--- config.mk ---
export PLATFORM = sky130hd
export DESIGN_NAME = arpc_ctrl
export DESIGN_NICKNAME = d
export VERILOG_FILES = /design/src/rtl/core/arpc_pkg.sv /design/src/rtl/core/arpc_ctrl.sv
export VERILOG_INCLUDE_DIRS = /design/src /design/src/rtl/core
export SDC_FILE = /design/constraint.sdc
export NUM_CORES = 1
export LEC_CHECK = 0
export BUFFER_PORTS_ARGS = -buffer_cell sky130_fd_sc_hd__buf_2
export CORE_MARGIN = 10
export CORE_UTILIZATION = 52
export DETAILED_ROUTE_END_ITERATION = 12
export HOLD_SLACK_MARGIN = 0.06
export PLACE_DENSITY = 0.89
export SYNTH_ARGS = -nofsm -noshare
export SYNTH_HDL_FRONTEND = slang
export SYNTH_SLANG_ARGS = --single-unit
--- constraint.sdc ---
create_clock -name clk_i -period 13.17 [get_ports clk_i]
set_clock_uncertainty 0.1 [all_clocks]
set_input_delay 1.9755 -clock clk_i [delete_from_list [all_inputs] [get_ports clk_i]]
set_output_delay 1.9755 -clock clk_i [all_outputs]
set_load 0.005 [all_outputs]
--- src/rtl/core/arp_address_cache_assert.svh ---
// Assertion macros for the address-resolution cache.
// Expects clk_i and rst_ni in the scope where a macro is used.
`ifndef ARP_ADDRESS_CACHE_ASSERT_SVH
`define ARP_ADDRESS_CACHE_ASSERT_SVH

// Invariant that holds at every clock edge out of reset.
`define ARPC_ASSERT(lbl, prop, msg) \
  lbl: assert property (@(posedge clk_i) disable iff (!rst_ni) (prop)) else $error(msg);

// Implication checked at every clock edge out of reset.
`define ARPC_ASSERT_IMP(lbl, ante, cons, msg) \
  lbl: assert property (@(posedge clk_i) disable iff (!rst_ni) (ante) |-> (cons)) \
    else $error(msg);

`endif

--- src/rtl/core/arpc_pkg.sv ---
// Shared types and constants for the address-resolution cache.
// No dependencies; used by every module of the block.
package arpc_pkg;

  localparam int unsigned ENTRIES = 256;
  localparam int unsigned IDX_W   = $clog2(ENTRIES);
  localparam int unsigned CNT_W   = IDX_W + 1;
  localparam int unsigned IP_W    = 32;
  localparam int unsigned MAC_W   = 48;
  localparam int unsigned CMD_W   = 2;
  localparam int unsigned STAT_W  = 3;

  // Stream payload widths, rounded up to whole bytes
  localparam int unsigned S_TDATA_W = ((IP_W + MAC_W + 7) / 8) * 8;
  localparam int unsigned M_TDATA_W = ((MAC_W + CNT_W + 7) / 8) * 8;

  typedef enum logic [CMD_W-1:0] {
    CMD_LOOKUP = 2'd0,
    CMD_ADD    = 2'd1,
    CMD_CLEAR  = 2'd2
  } cmd_e;

  typedef enum logic [STAT_W-1:0] {
    ST_HIT      = 3'd0,
    ST_MISS     = 3'd1,
    ST_UPDATED  = 3'd2,
    ST_INSERTED = 3'd3,
    ST_FULL     = 3'd4,
    ST_CLEARED  = 3'd5
  } status_e;

  typedef enum logic [1:0] {
    S_IDLE,
    S_SCAN,
    S_RESP
  } state_e;

  // Table write port
  typedef struct packed {
    logic             ip_we;
    logic             mac_we;
    logic [IDX_W-1:0] addr;
    logic [IP_W-1:0]  ip;
    logic [MAC_W-1:0] mac;
  } arpc_wr_t;

  // Registered table read data
  typedef struct packed {
    logic [IP_W-1:0]  ip;
    logic [MAC_W-1:0] mac;
  } arpc_rd_t;

endpackage

--- src/rtl/core/arpc_ctrl.sv ---
// Command sequencer: linear scan with one shared address comparator,
// table write-back, entry count and the result register. Depends on arpc_pkg.
`include "arp_address_cache_assert.svh"

module arpc_ctrl import arpc_pkg::*; (
  input  logic              clk_i,
  input  logic              rst_ni,
  // request side
  input  logic              s_valid_i,
  output logic              s_ready_o,
  input  logic [CMD_W-1:0]  s_cmd_i,
  input  logic [IP_W-1:0]   s_ip_i,
  input  logic [MAC_W-1:0]  s_mac_i,
  // result side
  output logic              m_valid_o,
  input  logic              m_ready_i,
  output logic [STAT_W-1:0] m_status_o,
  output logic [MAC_W-1:0]  m_mac_o,
  output logic [CNT_W-1:0]  m_count_o,
  // table port
  output logic [IDX_W-1:0]  rd_addr_o,
  output arpc_wr_t          wr_o,
  input  arpc_rd_t          rd_i
);

  state_e             st_q, st_d;
  logic [CMD_W-1:0]   cmd_q, cmd_d;
  logic [IP_W-1:0]    ip_q, ip_d;
  logic [MAC_W-1:0]   mac_q, mac_d;
  logic [CNT_W-1:0]   used_q, used_d;
  logic [CNT_W-1:0]   iss_q, iss_d;
  logic               dv_q, dv_d;
  logic [IDX_W-1:0]   cmp_q, cmp_d;
  logic [STAT_W-1:0]  res_stat_q, res_stat_d;
  logic [MAC_W-1:0]   res_mac_q, res_mac_d;
  logic               out_valid_q, out_valid_d;
  logic [STAT_W-1:0]  out_stat_q, out_stat_d;
  logic [MAC_W-1:0]   out_mac_q, out_mac_d;
  logic [CNT_W-1:0]   out_cnt_q, out_cnt_d;

  logic s_fire;
  logic out_free;
  logic match;
  logic scan_done;
  logic has_room;

  assign s_fire    = s_valid_i && s_ready_o;
  assign out_free  = !out_valid_q || m_ready_i;
  // shared comparator on the entry read last cycle
  assign match     = dv_q && (rd_i.ip == ip_q);
  assign scan_done = match || (iss_q == used_q);
  assign has_room  = used_q < CNT_W'(ENTRIES);

  // Next state
  always_comb begin
    st_d = st_q;
    unique case (st_q)
      S_IDLE: begin
        if (s_fire) begin
          if (s_cmd_i == CMD_LOOKUP || s_cmd_i == CMD_ADD) begin
            st_d = S_SCAN;
          end else begin
            st_d = S_RESP;
          end
        end
      end
      S_SCAN: begin
        if (scan_done) begin
          st_d = S_RESP;
        end
      end
      S_RESP: begin
        if (out_free) begin
          st_d = S_IDLE;
        end
      end
      default: st_d = S_IDLE;
    endcase
  end

  // Handshake and table control
  always_comb begin
    s_ready_o  = (st_q == S_IDLE);
    rd_addr_o  = iss_q[IDX_W-1:0];
    wr_o.ip_we  = 1'b0;
    wr_o.mac_we = 1'b0;
    wr_o.addr   = used_q[IDX_W-1:0];
    wr_o.ip     = ip_q;
    wr_o.mac    = mac_q;
    if (st_q == S_SCAN && scan_done && cmd_q == CMD_ADD) begin
      if (match) begin
        wr_o.mac_we = 1'b1;
        wr_o.addr   = cmp_q;
      end else if (has_room) begin
        wr_o.ip_we  = 1'b1;
        wr_o.mac_we = 1'b1;
      end
    end
  end

  // Datapath registers
  always_comb begin
    cmd_d       = cmd_q;
    ip_d        = ip_q;
    mac_d       = mac_q;
    used_d      = used_q;
    iss_d       = iss_q;
    dv_d        = dv_q;
    cmp_d       = cmp_q;
    res_stat_d  = res_stat_q;
    res_mac_d   = res_mac_q;
    out_valid_d = out_valid_q && !m_ready_i;
    out_stat_d  = out_stat_q;
    out_mac_d   = out_mac_q;
    out_cnt_d   = out_cnt_q;
    case (st_q)
      S_IDLE: begin
        if (s_fire) begin
          cmd_d     = s_cmd_i;
          ip_d      = s_ip_i;
          mac_d     = s_mac_i;
          iss_d     = '0;
          dv_d      = 1'b0;
          res_mac_d = '0;
          if (s_cmd_i == CMD_CLEAR) begin
            used_d     = '0;
            res_stat_d = ST_CLEARED;
          end else begin
            res_stat_d = ST_MISS;
          end
        end
      end
      S_SCAN: begin
        // issue the next read while entries remain
        if (iss_q != used_q) begin
          iss_d = iss_q + CNT_W'(1);
          dv_d  = 1'b1;
          cmp_d = iss_q[IDX_W-1:0];
        end else begin
          dv_d = 1'b0;
        end
        if (scan_done) begin
          dv_d = 1'b0;
          if (cmd_q == CMD_LOOKUP) begin
            res_stat_d = match ? ST_HIT : ST_MISS;
            res_mac_d  = match ? rd_i.mac : '0;
          end else if (match) begin
            res_stat_d = ST_UPDATED;
          end else if (has_room) begin
            res_stat_d = ST_INSERTED;
            used_d     = used_q + CNT_W'(1);
          end else begin
            res_stat_d = ST_FULL;
          end
        end
      end
      S_RESP: begin
        if (out_free) begin
          out_valid_d = 1'b1;
          out_stat_d  = res_stat_q;
          out_mac_d   = res_mac_q;
          out_cnt_d   = used_q;
        end
      end
      default: ;
    endcase
  end

  // Control state
  always_ff @(posedge clk_i or negedge rst_ni) begin
    if (!rst_ni) begin
      st_q        <= S_IDLE;
      used_q      <= '0;
      dv_q        <= 1'b0;
      out_valid_q <= 1'b0;
    end else begin
      st_q        <= st_d;
      used_q      <= used_d;
      dv_q        <= dv_d;
      out_valid_q <= out_valid_d;
    end
  end

  // Payload
  always_ff @(posedge clk_i) begin
    cmd_q      <= cmd_d;
    ip_q       <= ip_d;
    mac_q      <= mac_d;
    iss_q      <= iss_d;
    cmp_q      <= cmp_d;
    res_stat_q <= res_stat_d;
    res_mac_q  <= res_mac_d;
    out_stat_q <= out_stat_d;
    out_mac_q  <= out_mac_d;
    out_cnt_q  <= out_cnt_d;
  end

  assign m_valid_o  = out_valid_q;
  assign m_status_o = out_stat_q;
  assign m_mac_o    = out_mac_q;
  assign m_count_o  = out_cnt_q;

  // Checks
  `ARPC_ASSERT(a_used_bound, used_q <= CNT_W'(ENTRIES), "entry count above table depth")
  `ARPC_ASSERT_IMP(a_cmp_in_range, dv_q, CNT_W'(cmp_q) < used_q, "compare past used entries")
  `ARPC_ASSERT_IMP(a_insert_at_end, wr_o.ip_we,
    (wr_o.addr == used_q[IDX_W-1:0]) && has_room, "insert not at table end")
  `ARPC_ASSERT_IMP(a_count_grows_on_insert, used_q > $past(used_q), $past(wr_o.ip_we),
    "entry count grew without an insert")

endmodule

==> impl_metrics.toml <==
[status]
status = "finished clean"

[clock_tree]
cts_root_buf = "clkbuf_16"
htree_levels = 1
cts_setup_buffers = 0
cts_tree = "done"
cts_buffers = 23
holdBufCountCts = 0
insertion_delay_ps = 490
cts_resized = 0
clkSinkCount = 223
path_clk_slew_ps = 60
clockBufferDepth = 3

[synthesis]
netlist_area_um2 = 8381
synth-simple-area-share_pct = 10.03
synth_xor_area_share_pct = 4.807
synthFlopType = "edfxtp_1"
synth_cells = 483
synth_cell_type_count = 48
syn_nets = 651
yosysTopAreaCellShare_pct = 75.25
avgSynthCellArea_um2 = 17.35
synth_top_family_by_area = "simple AND/OR/NAND/NOR gates"
synth_area_leaders = "edfxtp_1 75%, dfrtp_1 3.9%, and2_1 3.7%, xor2_1 3.3%, xnor2_1 1.5%"
synth_fa_ha_area_share_pct = 0.2986
synth_mux_area_share_pct = 1.314
synth-seq-cells = 223
synth_warnings = 0
ys_async_sr_fraction_pct = 5.830
synth_area_leader_cell = "edfxtp_1"
synth-edff-count = 210
ys_seq_area_share_pct = 79.13
synth_compound_area_share_pct = 2.374

[final_layout]
final-seq-area_um2 = 6631
multi_input_area_um2 = 1600
area_growth_pct = 29.58
nets = 981
final_cells = 1045
most-common-layout-cells = "325 x buf_2, 210 x edfxtp_1, 49 x and2_1, 32 x xor2_1"
fillers = 1046
drive_gt1_share_pct = 45.65
final_common_cell = "buf_2"

[timing]
hold_viol = 0
period_share_pct = 46.71
worstMarginPinSlew_ps = 988.0
rsz0062_at_grt = "false"
tns_ps = 0
maxSlewHeadroom_pct = 34.13
timing.final.crit_period_ps = 6152
max_freq_ghz = 0.1625
finalSetupViolations = 0
slew_viol_final = 0

[grt]
grtUsageTotal_pct = 19.68
antenna_found_initial = 2
grt_pass1_wl_mm = 33.09
overflow = 0
grt_max_degree = 81
grt_pass1_vias = 5615

[placement]
io_buffers = 325
dp_cells = 1004
post-dp-hpwl_mm = 17.15
place.gp.congestion = 0.8948

[power]
p_leak_nw = 4.659
combPwrFrac_pct = 3.0
p_switching_mw = 0.2654
switching_share_pct = 18.98
p_total_mw = 1.398
power_density_nw_per_um2 = 128.7
intPower_mw = 1.133
p_seq_share_pct = 55.3
ir_drop_mv = 0.1081
pwr-share-clk_pct = 41.7

[detailed_routing]
dr_total_vias = 5406
drc = 0
via_per_inst = 5.173
drt_first_pass_iters = 6
totalWireLength_mm = 22.23
ant_nets = 0
routedWlPerCell_um = 21.27
drt_iter0_drc = 480

[run]
cap_violations = 0

[die]
initial_core_util_pct = 52.95
die_x_um = 147.0
pin_count = 326
die_area_um2 = 21590
num_rows = 46
core_area_um2 = 15830
die_h_um = 147.0

[worst_hold_path]
hp-class = "reg2reg"
hold_start = "res_mac_q[2]"
holdPathEnd = "m_mac_o[2]"
min_path_cells = 0

[critical_path]
crit_arrival_ps = 4080
reg2reg_to = "res_mac_q[41]"
rrSetupSlack_ps = 9720
end_kind = "primary output"
crit_fanout = 8
required_ps = 11090
start_kind = "primary input"
r2r_start = "ip_q[18]"
critical_path_class = "in2out"
startpoint = "rd_i[68]"
reg2regPathDepth = 7
metrics by stage:
step / hold WS, ps / area [µm²] / utilization [%] / setup slack [ps]
finish: 316.6 / 10860 / 68.61 / 7018
global route: 322.4 / 10860 / 68.61 / 6857
global placement: 300.5 / 10170 / 64.28 / 7088
floorplan: 300.3 / 8381 / - / 7054
CTS: 315.1 / 10860 / 68.59 / 7031
detailed placement: 304.5 / 10170 / 64.28 / 7042
worst max path at each step:
stage / slack (ps) / depth (start not counted) / end
floorplan: 7050 / 6 / res_mac_q[0]
global placement: 7090 / 8 / wr_o[82]
detailed placement: 7040 / 8 / wr_o[85]
CTS: 7030 / 8 / wr_o[85]
global route: 6860 / 8 / wr_o[85]
finish: 7020 / 8 / wr_o[85]
registers in the layout (all words and copies together), names as in the netlist:
name / flops
used_q: 9
ip_q: 32
res_mac_q: 48
st_q: 2
mac_q: 48
m_status_o: 3
dv_q: 1
m_valid_o: 1
cmd_q: 2
m_count_o: 9
iss_q: 9
res_stat_q: 3
cmp_q: 8
m_mac_o: 48
Yosys cell counts, types with 2 or more instances:
| master | number |
|---|---|
| a21oi_1 | 10 |
| a32oi_1 | 4 |
| and2_1 | 49 |
| buf_2 | 3 |
| buf_4 | 9 |
| buf_6 | 3 |
| clkbuf_1 | 6 |
| clkbuf_2 | 2 |
| dfrtp_1 | 13 |
| edfxtp_1 | 210 |
| ha_1 | 2 |
| inv_1 | 6 |
| mux2_1 | 3 |
| mux2_2 | 5 |
| mux2i_1 | 2 |
| nand2_1 | 23 |
| nand2b_1 | 2 |
| nand3_1 | 10 |
| nand3b_1 | 2 |
| nand4_1 | 3 |
| nor2_1 | 12 |
| nor3_1 | 4 |
| nor4_1 | 16 |
| o21ai_0 | 10 |
| or2_2 | 2 |
| or3_1 | 6 |
| xnor2_1 | 14 |
| xor2_1 | 32 |
logic make-up after synthesis:
logic type                 count (synthesis)
DFF                                      223
buffers and inverters                     29
muxes                                     10
AOI/OAI and AO/OA                         32
adders and majority gates                  2
xor gates and xnor gates                  46
and+or+nand+nor                          141
worst max-delay path, stage by stage:
cell     delay [ps]
buf_2           100
xor2_1          180
nor4_1          320
nand4_1         190
or3_1           570
nor2_8          240
mux2_2          350
buf_2           140
final cells by class:
class / count / area share (%)
antenna: 1 / 0.02304
clock buffer: 26 / 5.404
clock inverter: 14 / 0.8872
inverter: 6 / 0.2074
multi-input combinational: 231 / 14.74
sequential: 223 / 61.07
tap: 216 / 2.489
timing repair buffer: 328 / 15.19
metal layers:
metal,vias to the layer above,wire [µm],track usage [%]
met2,357,11330,34.04
li1,2459,-,-
met5,-,8,0
met1,2538,7429,21.16
met3,50,2647,7.801
met4,2,814,7.929
power by group through the flow:
| stage | registers (mW) | clock network [mW] | logic (mW) |
|---|---|---|---|
| finish | 0.773 | 0.583 | 0.0417 |
| global route | 0.773 | 0.623 | 0.0459 |
| CTS | 0.773 | 0.596 | 0.0418 |
| detailed placement | 0.788 | 0 | 0.0410 |
| global placement | 0.788 | 0 | 0.0389 |
| floorplan | 0.787 | 0 | 0.0112 |
No activity file was read; power rests on OpenSTA's default activity.
